File: src/sv/echo_distance_led_indicator_macros.svh
// Assertion macros shared by the echo distance indicator RTL
`ifndef ECHO_DISTANCE_LED_INDICATOR_MACROS_SVH
`define ECHO_DISTANCE_LED_INDICATOR_MACROS_SVH

// Check a consequent in the same cycle as its antecedent
`define EDLI_ASSERT_NOW(label, ante, cons, msg) \
  label: assert property (@(posedge clk) disable iff (!rst_n) (ante) |-> (cons)) \
    else $error(msg);

// Check a consequent in the cycle after its antecedent
`define EDLI_ASSERT_NEXT(label, ante, cons, msg) \
  label: assert property (@(posedge clk) disable iff (!rst_n) (ante) |=> (cons)) \
    else $error(msg);

`endif

File: src/sv/edli_pkg.sv
// Shared constants, types and register codes for the echo distance indicator
`default_nettype none

package edli_pkg;

  // Pulse timing
  localparam int unsigned TICK_CYCLES = 256;
  localparam int unsigned COUNT_BITS  = 20;
  localparam int unsigned CNT_W       = $clog2(COUNT_BITS);
  localparam logic [COUNT_BITS-1:0] COUNT_MAX = {COUNT_BITS{1'b1}};
  localparam logic [COUNT_BITS-1:0] TICK_STEP = COUNT_BITS'(TICK_CYCLES);

  // Field widths
  localparam int unsigned CM_W    = 12;
  localparam int unsigned HOLD_W  = 10;
  localparam int unsigned LVL_W   = 8;
  localparam int unsigned CFG_IDX_W = 3;
  localparam int unsigned CFG_DATA_W = 12;
  localparam int unsigned PREV_W  = 13;
  localparam int unsigned WIN_W   = 4;

  // Movement window limits
  localparam logic [WIN_W-1:0] WIN_MIN  = 4'd2;
  localparam logic [WIN_W-1:0] WIN_CAP  = 4'd8;
  localparam logic [WIN_W-1:0] WIN_WIDE = 4'd10;

  // Colour intensities
  localparam logic [LVL_W-1:0] LVL_OFF      = 8'd0;
  localparam logic [LVL_W-1:0] LVL_FULL     = 8'd255;
  localparam logic [LVL_W-1:0] LVL_AMBER_G  = 8'd100;
  localparam logic [LVL_W-1:0] LVL_GREEN    = 8'd220;
  localparam logic [LVL_W-1:0] LVL_CYAN     = 8'd60;
  localparam logic [LVL_W-1:0] LVL_DIM_BLUE = 8'd40;
  localparam logic [LVL_W-1:0] LVL_READY    = 8'd1;

  // Register reset values
  localparam logic [CM_W-1:0]   RST_CYCLES_PER_CM = 12'd472;
  localparam logic [HOLD_W-1:0] RST_HOLD_LIMIT    = 10'd600;
  localparam logic [CM_W-1:0]   RST_BLINK_CM      = 12'd6;
  localparam logic [CM_W-1:0]   RST_RED_CM        = 12'd12;
  localparam logic [CM_W-1:0]   RST_YELLOW_CM     = 12'd26;
  localparam logic [CM_W-1:0]   RST_GREEN_CM      = 12'd80;
  localparam logic [CM_W-1:0]   RST_CYAN_CM       = 12'd150;

  // Input function codes
  localparam logic FUNC_TICK = 1'b0;
  localparam logic FUNC_EDGE = 1'b1;

  // Configuration register indexes
  typedef enum logic [CFG_IDX_W-1:0] {
    REG_CYCLES_PER_CM = 3'd0,
    REG_HOLD_LIMIT    = 3'd1,
    REG_BLINK_CM      = 3'd2,
    REG_RED_CM        = 3'd3,
    REG_YELLOW_CM     = 3'd4,
    REG_GREEN_CM      = 3'd5,
    REG_CYAN_CM       = 3'd6
  } cfg_reg_t;

  // Divider status
  typedef struct packed {
    logic busy;
    logic done;
  } div_stat_t;

endpackage

`default_nettype wire

File: src/sv/edli_in_if.sv
// Input channel: echo events and timer ticks
`default_nettype none

interface edli_in_if;
  logic valid;
  logic ready;
  logic func;
  logic echo_level;

  modport source (output valid, output func, output echo_level, input ready);
  modport sink (input valid, input func, input echo_level, output ready);
endinterface

`default_nettype wire

File: src/sv/edli_out_if.sv
// Result channel: distance and LED intensities
`default_nettype none

interface edli_out_if;
  logic                            valid;
  logic                            ready;
  logic [edli_pkg::CM_W-1:0]       distance_cm;
  logic [edli_pkg::LVL_W-1:0]      red_level;
  logic [edli_pkg::LVL_W-1:0]      green_level;
  logic [edli_pkg::LVL_W-1:0]      blue_level;
  logic                            resting;

  modport source (output valid, output distance_cm, output red_level, output green_level,
                  output blue_level, output resting, input ready);
  modport sink (input valid, input distance_cm, input red_level, input green_level,
                input blue_level, input resting, output ready);
endinterface

`default_nettype wire

File: src/sv/echo_distance_led_indicator.sv
// Echo distance LED indicator: pulse timer, serial divider and colour mapping
//
// Usage:
//   in_ch carries one word per event: func 0 is a timer tick that adds 256 to the
//   pulse count, func 1 an echo pin change with its new level in echo_level. Ticks count
//   only while an echo is awaited; a rising edge restarts the count.
//   A falling edge while waiting yields one word on out_ch: distance_cm and the
//   red, green and blue intensities plus the resting flag. Other events give none.
//   Ticks and rising edges leave in_ch ready for the next event. A falling edge
//   starts the bit-serial divider, producing one quotient bit per cycle over the
//   20-bit pulse count, then waits to load out_ch; in_ch is not ready meanwhile.
//   A finished word sits in an output register; further events are accepted
//   while it waits. If the receiver still stalls when the next distance is
//   ready, that distance holds until the register frees.
//   cfg_we writes register cfg_index with cfg_data; write only
//   while no measurement is in flight.
//   Synchronous reset (rst_n low) loads the register defaults, clears the count,
//   forgets the last distance and empties the output register.
`default_nettype none

module echo_distance_led_indicator (
  input  wire logic                                 clk,
  input  wire logic                                 rst_n,
  edli_in_if.sink                                   in_ch,
  edli_out_if.source                                out_ch,
  input  wire logic                                 cfg_we,
  input  wire logic [edli_pkg::CFG_IDX_W-1:0]       cfg_index,
  input  wire logic [edli_pkg::CFG_DATA_W-1:0]      cfg_data
);

`include "echo_distance_led_indicator_macros.svh"

  typedef enum logic [1:0] {
    ST_IDLE,
    ST_DIV,
    ST_FIN
  } state_t;

  state_t                              state_r, state_nxt;

  // Configuration registers
  logic [edli_pkg::CM_W-1:0]           cpc_r, blink_cm_r, red_cm_r, yellow_cm_r;
  logic [edli_pkg::CM_W-1:0]           green_cm_r, cyan_cm_r;
  logic [edli_pkg::HOLD_W-1:0]         hold_r;

  // Measurement state
  logic                                awaiting_r, awaiting_nxt;
  logic [edli_pkg::COUNT_BITS-1:0]     pulse_r, pulse_nxt;
  logic [edli_pkg::PREV_W-1:0]         prev_r, prev_nxt;
  logic [edli_pkg::HOLD_W-1:0]         steady_r, steady_nxt;
  logic                                blink_r, blink_nxt;

  // Output register
  logic                                out_valid_r, out_valid_nxt;
  logic [edli_pkg::CM_W-1:0]           out_cm_r, out_cm_nxt;
  logic [edli_pkg::LVL_W-1:0]          out_red_r, out_red_nxt;
  logic [edli_pkg::LVL_W-1:0]          out_grn_r, out_grn_nxt;
  logic [edli_pkg::LVL_W-1:0]          out_blu_r, out_blu_nxt;
  logic                                out_rest_r, out_rest_nxt;

  logic                                in_fire, out_fire, div_start, load_out;
  edli_pkg::div_stat_t                 div_stat;
  logic [edli_pkg::COUNT_BITS-1:0]     quotient;

  logic [edli_pkg::CM_W-1:0]           cm;
  logic [edli_pkg::CM_W-2:0]           half;
  logic [edli_pkg::WIN_W-1:0]          window;
  logic signed [edli_pkg::CM_W+1:0]    diff;
  logic [edli_pkg::CM_W+1:0]           abs_diff;
  logic                                steady;

  assign in_fire   = in_ch.valid && in_ch.ready;
  assign out_fire  = out_valid_r && out_ch.ready;
  assign div_start = in_fire && (in_ch.func == edli_pkg::FUNC_EDGE) && !in_ch.echo_level
                     && awaiting_r;
  assign load_out  = (state_r == ST_FIN) && (!out_valid_r || out_ch.ready);

  edli_div u_div (
    .clk      (clk),
    .rst_n    (rst_n),
    .start    (div_start),
    .dividend (pulse_r),
    .divisor  (cpc_r),
    .stat     (div_stat),
    .quotient (quotient)
  );

  // Saturate the quotient and derive the movement window
  always_comb begin
    cm     = (|quotient[edli_pkg::COUNT_BITS-1:edli_pkg::CM_W]) ? '1
             : quotient[edli_pkg::CM_W-1:0];
    half   = cm[edli_pkg::CM_W-1:1];
    if (half < (edli_pkg::CM_W-1)'(edli_pkg::WIN_MIN)) begin
      window = edli_pkg::WIN_MIN;
    end else if (half > (edli_pkg::CM_W-1)'(edli_pkg::WIN_CAP)) begin
      window = edli_pkg::WIN_WIDE;
    end else begin
      window = half[edli_pkg::WIN_W-1:0];
    end
    diff     = $signed({2'b00, cm}) - $signed({prev_r[edli_pkg::PREV_W-1], prev_r});
    abs_diff = diff[edli_pkg::CM_W+1] ? (edli_pkg::CM_W+2)'(-diff)
               : (edli_pkg::CM_W+2)'(diff);
    steady   = (abs_diff <= (edli_pkg::CM_W+2)'(window));
  end

  // Event handling, measurement update and result mapping
  always_comb begin
    state_nxt     = state_r;
    awaiting_nxt  = awaiting_r;
    pulse_nxt     = pulse_r;
    prev_nxt      = prev_r;
    steady_nxt    = steady_r;
    blink_nxt     = blink_r;
    out_valid_nxt = out_valid_r && !out_fire;
    out_cm_nxt    = out_cm_r;
    out_red_nxt   = out_red_r;
    out_grn_nxt   = out_grn_r;
    out_blu_nxt   = out_blu_r;
    out_rest_nxt  = out_rest_r;

    case (state_r)
      ST_IDLE: begin
        if (in_fire) begin
          if (in_ch.func == edli_pkg::FUNC_TICK) begin
            // Advance the pulse count, saturating at full scale
            if (awaiting_r) begin
              pulse_nxt = (pulse_r >= edli_pkg::COUNT_MAX - edli_pkg::TICK_STEP)
                          ? edli_pkg::COUNT_MAX : pulse_r + edli_pkg::TICK_STEP;
            end
          end else if (in_ch.echo_level) begin
            pulse_nxt    = '0;
            awaiting_nxt = 1'b1;
          end else if (awaiting_r) begin
            awaiting_nxt = 1'b0;
            state_nxt    = ST_DIV;
          end
        end
      end
      ST_DIV: begin
        if (div_stat.done) begin
          state_nxt = ST_FIN;
        end
      end
      ST_FIN: begin
        if (load_out) begin
          state_nxt     = ST_IDLE;
          out_valid_nxt = 1'b1;
          out_cm_nxt    = cm;
          out_rest_nxt  = 1'b0;
          if (steady && (steady_r >= hold_r)) begin
            // Resting: faint ready light, keep history untouched
            out_red_nxt  = edli_pkg::LVL_OFF;
            out_grn_nxt  = edli_pkg::LVL_OFF;
            out_blu_nxt  = edli_pkg::LVL_READY;
            out_rest_nxt = 1'b1;
          end else begin
            steady_nxt = steady ? steady_r + 1'b1 : '0;
            prev_nxt   = {1'b0, cm};
            if (cm <= blink_cm_r) begin
              out_red_nxt = edli_pkg::LVL_FULL;
              out_grn_nxt = blink_r ? edli_pkg::LVL_FULL : edli_pkg::LVL_OFF;
              out_blu_nxt = blink_r ? edli_pkg::LVL_FULL : edli_pkg::LVL_OFF;
              blink_nxt   = !blink_r;
            end else begin
              blink_nxt = 1'b1;
              if (cm <= red_cm_r) begin
                out_red_nxt = edli_pkg::LVL_FULL;
                out_grn_nxt = edli_pkg::LVL_OFF;
                out_blu_nxt = edli_pkg::LVL_OFF;
              end else if (cm <= yellow_cm_r) begin
                out_red_nxt = edli_pkg::LVL_FULL;
                out_grn_nxt = edli_pkg::LVL_AMBER_G;
                out_blu_nxt = edli_pkg::LVL_OFF;
              end else if (cm <= green_cm_r) begin
                out_red_nxt = edli_pkg::LVL_OFF;
                out_grn_nxt = edli_pkg::LVL_GREEN;
                out_blu_nxt = edli_pkg::LVL_OFF;
              end else if (cm <= cyan_cm_r) begin
                out_red_nxt = edli_pkg::LVL_OFF;
                out_grn_nxt = edli_pkg::LVL_CYAN;
                out_blu_nxt = edli_pkg::LVL_CYAN;
              end else begin
                out_red_nxt = edli_pkg::LVL_OFF;
                out_grn_nxt = edli_pkg::LVL_OFF;
                out_blu_nxt = edli_pkg::LVL_DIM_BLUE;
              end
            end
          end
        end
      end
      default: begin
        state_nxt = ST_IDLE;
      end
    endcase
  end

  // Hold state, measurement history and the output register
  always_ff @(posedge clk) begin
    if (!rst_n) begin
      state_r     <= ST_IDLE;
      awaiting_r  <= 1'b0;
      pulse_r     <= '0;
      prev_r      <= '1;
      steady_r    <= '0;
      blink_r     <= 1'b1;
      out_valid_r <= 1'b0;
    end else begin
      state_r     <= state_nxt;
      awaiting_r  <= awaiting_nxt;
      pulse_r     <= pulse_nxt;
      prev_r      <= prev_nxt;
      steady_r    <= steady_nxt;
      blink_r     <= blink_nxt;
      out_valid_r <= out_valid_nxt;
    end
    out_cm_r   <= out_cm_nxt;
    out_red_r  <= out_red_nxt;
    out_grn_r  <= out_grn_nxt;
    out_blu_r  <= out_blu_nxt;
    out_rest_r <= out_rest_nxt;
  end

  // Configuration writes; indexes beyond the list are dropped
  always_ff @(posedge clk) begin
    if (!rst_n) begin
      cpc_r       <= edli_pkg::RST_CYCLES_PER_CM;
      hold_r      <= edli_pkg::RST_HOLD_LIMIT;
      blink_cm_r  <= edli_pkg::RST_BLINK_CM;
      red_cm_r    <= edli_pkg::RST_RED_CM;
      yellow_cm_r <= edli_pkg::RST_YELLOW_CM;
      green_cm_r  <= edli_pkg::RST_GREEN_CM;
      cyan_cm_r   <= edli_pkg::RST_CYAN_CM;
    end else if (cfg_we) begin
      case (cfg_index)
        edli_pkg::REG_CYCLES_PER_CM: cpc_r       <= cfg_data;
        edli_pkg::REG_HOLD_LIMIT:    hold_r      <= cfg_data[edli_pkg::HOLD_W-1:0];
        edli_pkg::REG_BLINK_CM:      blink_cm_r  <= cfg_data;
        edli_pkg::REG_RED_CM:        red_cm_r    <= cfg_data;
        edli_pkg::REG_YELLOW_CM:     yellow_cm_r <= cfg_data;
        edli_pkg::REG_GREEN_CM:      green_cm_r  <= cfg_data;
        edli_pkg::REG_CYAN_CM:       cyan_cm_r   <= cfg_data;
        default: begin
        end
      endcase
    end
  end

  assign in_ch.ready        = (state_r == ST_IDLE);
  assign out_ch.valid       = out_valid_r;
  assign out_ch.distance_cm = out_cm_r;
  assign out_ch.red_level   = out_red_r;
  assign out_ch.green_level = out_grn_r;
  assign out_ch.blue_level  = out_blu_r;
  assign out_ch.resting     = out_rest_r;

  `EDLI_ASSERT_NOW(a_done_in_div, div_stat.done, state_r == ST_DIV, "divider done outside division")
  `EDLI_ASSERT_NOW(a_div_clears_wait, state_r == ST_DIV, !awaiting_r && div_stat.busy != div_stat.done || div_stat.done || div_stat.busy, "bad division state")
  `EDLI_ASSERT_NEXT(a_load_sets_valid, load_out, out_valid_r, "result word lost on load")
  `EDLI_ASSERT_NOW(a_rest_levels, out_valid_r && out_rest_r, out_red_r == edli_pkg::LVL_OFF && out_grn_r == edli_pkg::LVL_OFF, "resting word shows colour")

endmodule

`default_nettype wire

File: src/sv/edli_div.sv
// Bit-serial restoring divider: one quotient bit per cycle
`default_nettype none

module edli_div (
  input  wire logic                                 clk,
  input  wire logic                                 rst_n,
  input  wire logic                                 start,
  input  wire logic [edli_pkg::COUNT_BITS-1:0]      dividend,
  input  wire logic [edli_pkg::CM_W-1:0]            divisor,
  output edli_pkg::div_stat_t                       stat,
  output logic      [edli_pkg::COUNT_BITS-1:0]      quotient
);

  logic                              busy_r, busy_nxt;
  logic                              done_r, done_nxt;
  logic [edli_pkg::CNT_W-1:0]        cnt_r, cnt_nxt;
  logic [edli_pkg::CM_W-1:0]         rem_r, rem_nxt;
  logic [edli_pkg::COUNT_BITS-1:0]   dq_r, dq_nxt;
  logic [edli_pkg::CM_W:0]           trial;
  logic                              fits;

  // Shift the next dividend bit into the partial remainder and try the divisor
  assign trial = {rem_r, dq_r[edli_pkg::COUNT_BITS-1]};
  assign fits  = (trial >= {1'b0, divisor});

  always_comb begin
    busy_nxt = busy_r;
    done_nxt = 1'b0;
    cnt_nxt  = cnt_r;
    rem_nxt  = rem_r;
    dq_nxt   = dq_r;
    if (start) begin
      busy_nxt = 1'b1;
      cnt_nxt  = '0;
      rem_nxt  = '0;
      dq_nxt   = dividend;
    end else if (busy_r) begin
      rem_nxt = fits ? edli_pkg::CM_W'(trial - {1'b0, divisor})
                     : edli_pkg::CM_W'(trial);
      dq_nxt  = {dq_r[edli_pkg::COUNT_BITS-2:0], fits};
      cnt_nxt = cnt_r + 1'b1;
      // Stop after the last quotient bit
      if (cnt_r == edli_pkg::CNT_W'(edli_pkg::COUNT_BITS - 1)) begin
        busy_nxt = 1'b0;
        done_nxt = 1'b1;
      end
    end
  end

  always_ff @(posedge clk) begin
    if (!rst_n) begin
      busy_r <= 1'b0;
      done_r <= 1'b0;
      cnt_r  <= '0;
    end else begin
      busy_r <= busy_nxt;
      done_r <= done_nxt;
      cnt_r  <= cnt_nxt;
    end
    rem_r <= rem_nxt;
    dq_r  <= dq_nxt;
  end

  assign stat.busy = busy_r;
  assign stat.done = done_r;
  assign quotient  = dq_r;

endmodule

`default_nettype wire

File: src/flat_wrapper.sv
// flat-port wrapper written by rule: the top's interface ports become plain ports
module echo_distance_led_indicator_flat 
  (clk, rst_n, cfg_we, cfg_index, cfg_data, in_ch_valid, in_ch_func, in_ch_echo_level, in_ch_ready, out_ch_valid, out_ch_distance_cm, out_ch_red_level, out_ch_green_level, out_ch_blue_level, out_ch_resting, out_ch_ready);
  edli_in_if in_ch_i ();
  edli_out_if out_ch_i ();
  input  wire logic clk;
  input  wire logic rst_n;
  input  wire logic cfg_we;
  input  wire logic [edli_pkg::CFG_IDX_W-1:0] cfg_index;
  input  wire logic [edli_pkg::CFG_DATA_W-1:0] cfg_data;
  input wire logic [$bits(in_ch_i.valid)-1:0] in_ch_valid;
  input wire logic [$bits(in_ch_i.func)-1:0] in_ch_func;
  input wire logic [$bits(in_ch_i.echo_level)-1:0] in_ch_echo_level;
  output wire logic [$bits(in_ch_i.ready)-1:0] in_ch_ready;
  output wire logic [$bits(out_ch_i.valid)-1:0] out_ch_valid;
  output wire logic [$bits(out_ch_i.distance_cm)-1:0] out_ch_distance_cm;
  output wire logic [$bits(out_ch_i.red_level)-1:0] out_ch_red_level;
  output wire logic [$bits(out_ch_i.green_level)-1:0] out_ch_green_level;
  output wire logic [$bits(out_ch_i.blue_level)-1:0] out_ch_blue_level;
  output wire logic [$bits(out_ch_i.resting)-1:0] out_ch_resting;
  input wire logic [$bits(out_ch_i.ready)-1:0] out_ch_ready;
  assign in_ch_i.valid = in_ch_valid;
  assign in_ch_i.func = in_ch_func;
  assign in_ch_i.echo_level = in_ch_echo_level;
  assign in_ch_ready = in_ch_i.ready;
  assign out_ch_valid = out_ch_i.valid;
  assign out_ch_distance_cm = out_ch_i.distance_cm;
  assign out_ch_red_level = out_ch_i.red_level;
  assign out_ch_green_level = out_ch_i.green_level;
  assign out_ch_blue_level = out_ch_i.blue_level;
  assign out_ch_resting = out_ch_i.resting;
  assign out_ch_i.ready = out_ch_ready;
  echo_distance_led_indicator u_core (.clk(clk), .rst_n(rst_n), .in_ch(in_ch_i), .out_ch(out_ch_i), .cfg_we(cfg_we), .cfg_index(cfg_index), .cfg_data(cfg_data));
endmodule
File: config.mk
export PLATFORM = sky130hd
export DESIGN_NAME = echo_distance_led_indicator_flat
export DESIGN_NICKNAME = d
export VERILOG_FILES = /design/src/sv/edli_pkg.sv /design/src/sv/edli_in_if.sv /design/src/sv/edli_out_if.sv /design/src/sv/echo_distance_led_indicator.sv /design/src/sv/edli_div.sv /design/src/flat_wrapper.sv
export VERILOG_INCLUDE_DIRS = /design/src /design/src/sv
export SDC_FILE = /design/constraint.sdc
export NUM_CORES = 1
export LEC_CHECK = 0
export ABC_AREA = 1
export BUFFER_PORTS_ARGS = -buffer_cell sky130_fd_sc_hd__buf_2
export CELL_PAD_IN_SITES_DETAIL_PLACEMENT = 1
export CELL_PAD_IN_SITES_GLOBAL_PLACEMENT = 2
export CORE_MARGIN = 3
export CORE_UTILIZATION = 36
export DETAILED_ROUTE_END_ITERATION = 6
export GPL_ROUTABILITY_DRIVEN = 0
export GPL_TIMING_DRIVEN = 0
export PLACE_DENSITY_LB_ADDON = 0.1
export SLEW_MARGIN = 20
export SYNTH_ARGS = -nofsm -noshare
export SYNTH_HDL_FRONTEND = slang
export SYNTH_SLANG_ARGS = --single-unit
File: constraint.sdc
create_clock -name clk -period 5.3 [get_ports clk]
set_clock_uncertainty 0.15 [all_clocks]
set_input_delay 0.53 -clock clk [delete_from_list [all_inputs] [get_ports clk]]
set_output_delay 0.53 -clock clk [all_outputs]
set_load 0.05 [all_outputs]
# --- After elaboration in Yosys (flattened, before gate mapping) ---
# Index checks and enable logic that the tools add are counted.
totals:
  ff_bits: 206
  out_inout_bits: 39
  word_cells: 134
  inputBits: 22
classes:
  n_addsub: 6
  n_mux: 42
  eq_ne: 16
  n_bitwise: 3
  n_lt_le_gt_ge: 11
  n_reduce_logical: 32
ops:
  columns: ["op", "count"]
  rows:
  - ["$mux 20", 6]
  - ["$mux 8", 12]
  - ["$le 12x12->1", 5]
  - ["$mux 12", 2]
  - ["$add 20x9->20 const B", 1]
  - ["$ge 20x20->1 const B", 1]
  - ["$reduce_and 2->1", 8]
  - ["$le 14x4->1", 1]
  - ["$mux 14", 1]
  - ["$neg 14->14", 1]
  - ["$sub 13x13->14", 1]
  - ["$ge 13x12->1", 1]
  - ["$mux 2", 6]
  - ["$sub 12x12->12", 1]
  - ["$gt 11x4->1 const B", 1]
  - ["$lt 11x2->1 const B", 1]
  - ["$add 10x1->10 const B", 1]
  - ["$ge 10x10->1", 1]
  - ["$mux 10", 1]
  - ["$ne 2x2->1 const B", 5]
  - ["$eq 3x3->1 const B", 3]
  - ["$mux 1", 9]
  - ["$logic_and 1x1->1", 8]
  - ["$mux 4", 2]
  - ["22 further kinds", 31]

# --- Logic depth before layout (Yosys ltp) ---
depth:
  depth_word: 9
  depth_mapped: 33
  depth_no_buf: 33

# --- Hierarchy ---
# A second synthesis with hierarchy kept.
unflattened:
  cells_unflattened: 1521
  hier_area_um2: 11160.7
by_module_without_submodules:
  columns: ["mod", "area_per_inst_um2", "cells_each", "seq_area_each_um2", "instances"]
  rows:
  - ["echo_distance_led_indicator", 8619.5, 1163, 3183.1, 1]
  - ["edli_div", 2541.2, 358, 980.9, 1]

# --- Worst setup path before layout ---
# OpenSTA, ideal clock, no wires.
synth_timing:
  path_kind: "flip-flop to flip-flop"
  from: "reg u_core.u_div.dq_r, in the netlist u_core.u_div.quotient[19]"
  to: "reg u_core.out_blu_r, in the netlist u_core.out_ch.blue_level[4], data pin"
  period_less_slack_ns: 4.361
  required_ns: 4.901
  slack_ns: 0.939
  n_path_buf: 0
  setup_time_ns: 0.249
  stages_incl_launch_ff: 34
  arrival_ns: 3.962
  cell_sequence: "edfxtp_1 -> nor2_1 -> nand2_1 -> nor2_8 -> inv_1 -> nor2_1 -> inv_1 -> ha_1 -> a21oi_1 -> nand2_1 -> nand2_1 -> nand2_1 -> nand3_2 -> nand2_2 -> nand3_2 -> nand2_2 -> nand2_4 -> nand2_8 -> nor2_1 -> xor2_1 -> inv_1 -> ha_1 -> a21oi_1 -> o21ai_0 -> o21ai_0 -> nand2_1 -> nor2_1 -> nand3_1 -> nor2_4 -> nand2_1 -> nand2_1 -> inv_2 -> nand2_1 -> inv_1"
synth_via:
  elab_chain_cells: 8
  word_cells_on_any_way: 21
  classes_between: "add/sub: 2; order compare: 8; mux: 9; reduce/logical: 2"
synth_lines:
  columns: ["item", "line", "source"]
  rows:
  - ["from (decl)", "edli_div.sv:18", "logic [edli_pkg::COUNT_BITS-1:0] dq_r, dq_nxt;"]
  - ["from (signal assigned)", "edli_div.sv:61", "dq_r <= dq_nxt;"]
  - ["$reduce_or 8->1 *", "echo_distance_led_indicator.sv:90", "cm = (|quotient[edli_pkg::COUNT_BITS-1:edli_pkg::CM_W]) ? '1"]
  - ["$mux 12 *", "echo_distance_led_indicator.sv:90", null]
  - ["net u_core.cm, one bit", "echo_distance_led_indicator.sv:65", "logic [edli_pkg::CM_W-1:0] cm;"]
  - ["parallel branches: the longest is 6 deep, another holds $sub 13x13->14", null, null]
  - ["to (signal assigned)", "echo_distance_led_indicator.sv:219", "out_blu_r <= out_blu_nxt;"]
  - ["to (decl)", "echo_distance_led_indicator.sv:58", "logic [edli_pkg::LVL_W-1:0] out_blu_r, out_blu_nxt;"]
# Mark *: on every way through the listed nets, which the timed path passes.
# A chain may end at the register's enable or synchronous reset.

# --- Final worst setup path ---
layout_timing:
  from: "reg u_core.u_div.dq_r, in the netlist u_core.u_div.quotient[13]"
  to: "reg u_core.prev_r[3] (netlist name)"
layout_via:
  elab_chain_cells: 9
  word_cells_on_any_way: 13
  classes_between: "add/sub: 2; order compare: 3; mux: 4; bitwise: 1; reduce/logical: 3"
layout_lines:
  columns: ["item", "line", "source"]
  rows:
  - ["$reduce_or 8->1 *", "echo_distance_led_indicator.sv:90", null]
  - ["$mux 12 *", "echo_distance_led_indicator.sv:90", null]
  - ["net u_core.cm, one bit", "echo_distance_led_indicator.sv:65", null]
  - ["$sub 13x13->14 / $gt 11x4->1 (equally long branches)", "echo_distance_led_indicator.sv:100, echo_distance_led_indicator.sv:95", null]
  - ["$neg 14->14 / $mux 4 (equally long branches)", "echo_distance_led_indicator.sv:101, echo_distance_led_indicator.sv:95", null]
  - ["$mux 14 / $mux 4 (equally long branches)", "echo_distance_led_indicator.sv:101, echo_distance_led_indicator.sv:93", null]
  - ["$le 14x4->1 *", "echo_distance_led_indicator.sv:103", "steady = (abs_diff <= (edli_pkg::CM_W+2)'(window));"]
  - ["$logic_and 1x1->1 *", "echo_distance_led_indicator.sv:150", "if (steady && (steady_r >= hold_r)) begin"]
  - ["$not 1->1 (no source line) *", null, null]
  - ["$reduce_and 3->1 (no source line) *", null, null]
  - ["to (signal assigned)", "echo_distance_led_indicator.sv:211", "prev_r <= prev_nxt;"]
  - ["to (decl)", "echo_distance_led_indicator.sv:49", "logic [edli_pkg::PREV_W-1:0] prev_r, prev_nxt;"]
# The timed path passes the listed nets; every way through them passes the cells marked *.

==> results by group <==
Worst setup path
  – CP top delay family: simple AND/OR/NAND/NOR gates
  – Req. time, crit path: 5450 ps
  – CP max-delay cell: ha_1
  – Crit Path Category: reg2reg
  – Reg2reg start: u_core.u_div.quotient[13]$_DFFE_PP_
  – CP dominant cell by count: nand2_1
  – CP Capture Type: flip-flop
  – Worst path bufs/invs: 5
  – Crit path launch: u_core.u_div.quotient[13]$_DFFE_PP_
  – Launching element type of the critical path: flip-flop
  – Crit Path Max Fanout: 10
  – Max incr delay on CP: 550 ps
  – Critical Path AT: 5030 ps

Drt
  – DRT iter0 DRCs: 463
  – Total number of vias: 9785
  – Post-route DRC: 0
  – DRT Pass-1 Iters: 4
  – WL per Instance: 17.64 um
  – ANT nets after route: 0
  – WL final: 34.34 mm
  – Via/cell ratio: 5.026

Synth
  – Most instantiated cells after synthesis: nand2_1, inv_1, o21ai_0, dfxtp_1, a21oi_1
  – Cell variety after synth: 53
  – Yosys top cell area share: 26.03%
  – FF+latch count, synth: 185
  – XOR/XNOR share of the synthesized area: 2.246%
  – Combinational family with the most area after synthesis: simple AND/OR/NAND/NOR gates
  – Synthesized-area fraction occupied by and/or/nand/nor cells: 21.02%
  – Number of synthesized flops with an enable pin: 43
  – Multiplexer area fraction after synthesis: 0%
  – Synth area leaders: dfxtp_1, edfxtp_1, ha_1, nand2_1, inv_1
  – Syn Nets: 1566
  – Count leader, synth: nand2_1
  – Cells after Synth: 1446
  – Seq/Total Area, Yosys: 37.86%
  – Post-Synth Adder-Cell Area: 11.37%
  – Post-synthesis compound-gate area fraction: 16.75%
  – Share of flip-flops with an asynchronous set or reset: 0%
  – Mean post-synth cell area: 7.551 sq um
  – Post-synth top area cell: dfxtp_1
  – Synthesized area: 0.01092 sq mm
  – Top FF cell, synth: dfxtp_1
  – Synthesis warning total: 0

Timing
  – Fin crit period: 4882 ps
  – Endpoints failing setup: 0
  – Final Hold Fails: 0
  – Final Max Tran Viols: 0
  – Highest clock rate: 204.8 MHz
  – Worst Tran Pin Value: 1029 ps
  – Final worst path period share: 92.11%
  – Slew Limit Headroom: 31.22%

Global route
  – Vias in the first global route: 10150
  – GRT Total Usage: 21.37%
  – Global-route wire length before repair: 55.19 mm
  – Grt ovf: 0
  – Largest net degree at the start of global routing: 26
  – Initial antenna violation count: 0

Floorplan
  – Die Wd: 180.2 um
  – Num rows: 63
  – Core ar.: 0.02980 sq mm
  – Chip Height: 180.2 um
  – Ports: 61
  – Initial core utilization: 36.65%
  – Die area: 0.03246 sq mm

Clock tree
  – Hold Buf Count CTS: 0
  – CTS Buf Count: 17
  – Longest Clk Path Bufs: 2
  – CTS clock-pin slew for the worst setup and hold paths: 80 ps
  – H-tree levels: 4
  – CTS tree: built
  – Clk Latency, worst-skew pair: 450 ps
  – Clock Sinks: 185
  – Root Buffer Master: clkbuf_16

Placement
  – I/O Buffers: 60
  – Dpl cells: 1897
  – Estimated wirelength of the detail-placed design: 25.46 mm
  – DP Area: 0.01174 sq mm

Layout
  – Fill cells: 3745
  – Layout cells sized above 1: 12.27%
  – Area grow syn2layout: 14.93%
  – Antenna cell count: 0
  – Final Cell Area: 0.01255 sq mm
  – Non-Filler Instances: 1947
  – Post-layout nets: 1664

Worst hold path
  – Worst min path class: in2reg
  – Hold_sp: in_ch_echo_level

Flow run
  – Max cap viols: 0

Power and ir drop
  – Leakage: 5.897 nW
  – Pwr dens: 275.5 mW/mm^2
  – Power, Total: 3.457 mW
  – Peak supply drop: 0.2097 mV

Status
  – Status: finished clean
[layout make-up]
type | count | area [sq um] | area share, %
Multi-Input combinational cell | 969 | 5663 | 45.12
Tap cell | 390 | 488.0 | 3.888
Clock buffer | 17 | 425.4 | 3.390
Timing Repair Buffer | 79 | 462.9 | 3.689
Inverter | 243 | 933.4 | 7.438
Clock inverter | 15 | 181.4 | 1.446
Buffer | 49 | 261.5 | 2.084
Sequential cell | 185 | 4134 | 32.94
[through the flow]
step                      hold WS [ps]  utilization [%]  setup TNS [ps]  setup slack, ps
final                            252.4            42.12               0            418.2
after global routing             257.8            42.12          -31.66           -31.66
after CTS                        221.8            41.66               0            42.28
after detailed placement         305.1            39.39          -17170           -751.3
after global placement           299.6            39.29          -15440           -670.5
after floorplan                  283.1                -               0            939.3
[layout by cell type (no fill, tap or decap), types with 3 or more instances in the layout]
cell type	n
a211oi_1	3
xnor2_1	4
nand2_2	17
inv_1	232
buf_4	33
nand3_1	67
nand3b_1	5
nor2_1	88
a21oi_2	7
nor3_1	21
inv_6	4
o21ai_0	145
dfxtp_1	142
ha_1	95
edfxtp_1	43
o211a_1	3
nand4_1	22
o211ai_1	27
clkinvlp_4	8
buf_2	61
a21oi_1	124
nor2_4	5
nor4_1	4
o2111ai_1	3
nand2_1	261
nand3_2	5
or2_2	5
inv_8	3
nand2_4	4
o22ai_1	3
inv_2	4
clkbuf_16	17
clkbuf_1	30
xor2_1	24
[path summary, 6_finish.rpt]
path | endpoint | slack (ps) | cells after the start
setup / recovery | u_core.prev_r[3]$_SDFFE_PN1P_ | 420 | 27
hold / removal | u_core.awaiting_r$_SDFFE_PN0P_ | 250 | 3
setup reg to reg | u_core.prev_r[3]$_SDFFE_PN1P_ | 420 | 27
hold reg to reg | u_core.green_cm_r[11]$_SDFFE_PN0P_ | 310 | 2
[registers in the layout, summed over array words and instances, names as in the netlist, 12 cells and up]
register / flops
u_core.blink_cm_r: 12
u_core.u_div.rem_r: 12
u_core.cpc_r: 12
u_core.green_cm_r: 12
u_core.u_div.quotient: 20
u_core.pulse_r: 13
u_core.cyan_cm_r: 12
u_core.out_ch.distance_cm: 12
u_core.red_cm_r: 12
u_core.prev_r: 13
u_core.yellow_cm_r: 12
[layer usage]
metal / vias to the layer above / global-route usage, % / routed length (um)
met2: 106 / 38.12 / 16660
li1: 4979 / - / -
met3: 32 / 2.765 / 1026
met4: 0 / 4.421 / 495
met5: - / 0 / 0
met1: 4668 / 27.75 / 16150
[what timing repair did]
action,in CTS,in global routing
resized for setup,9,12
buffers inserted,5,13
pin swaps,3,5
hold endpoints to repair,0,0
setup endpoints to repair,35,34
[where the power goes]
part | switching [mW] | internal (mW) | total [mW]
logic | 0.351 | 0.187 | 0.537
registers | 0.0467 | 1.51 | 1.56
clock network | 0.647 | 0.715 | 1.36
[worst min-delay path, cell delays in order]
cell,delay (ps)
buf_2,110
nor3_1,70
nor2_1,90
[cell families after synthesis]
logic type | count (synthesis)
and+or+nand+nor | 512
xor gates and xnor gates | 28
AOI/OAI and AO/OA | 331
adders and majority gates | 98
DFF | 185
buffers and inverters | 292
Power figures use the tool's default switching activity.
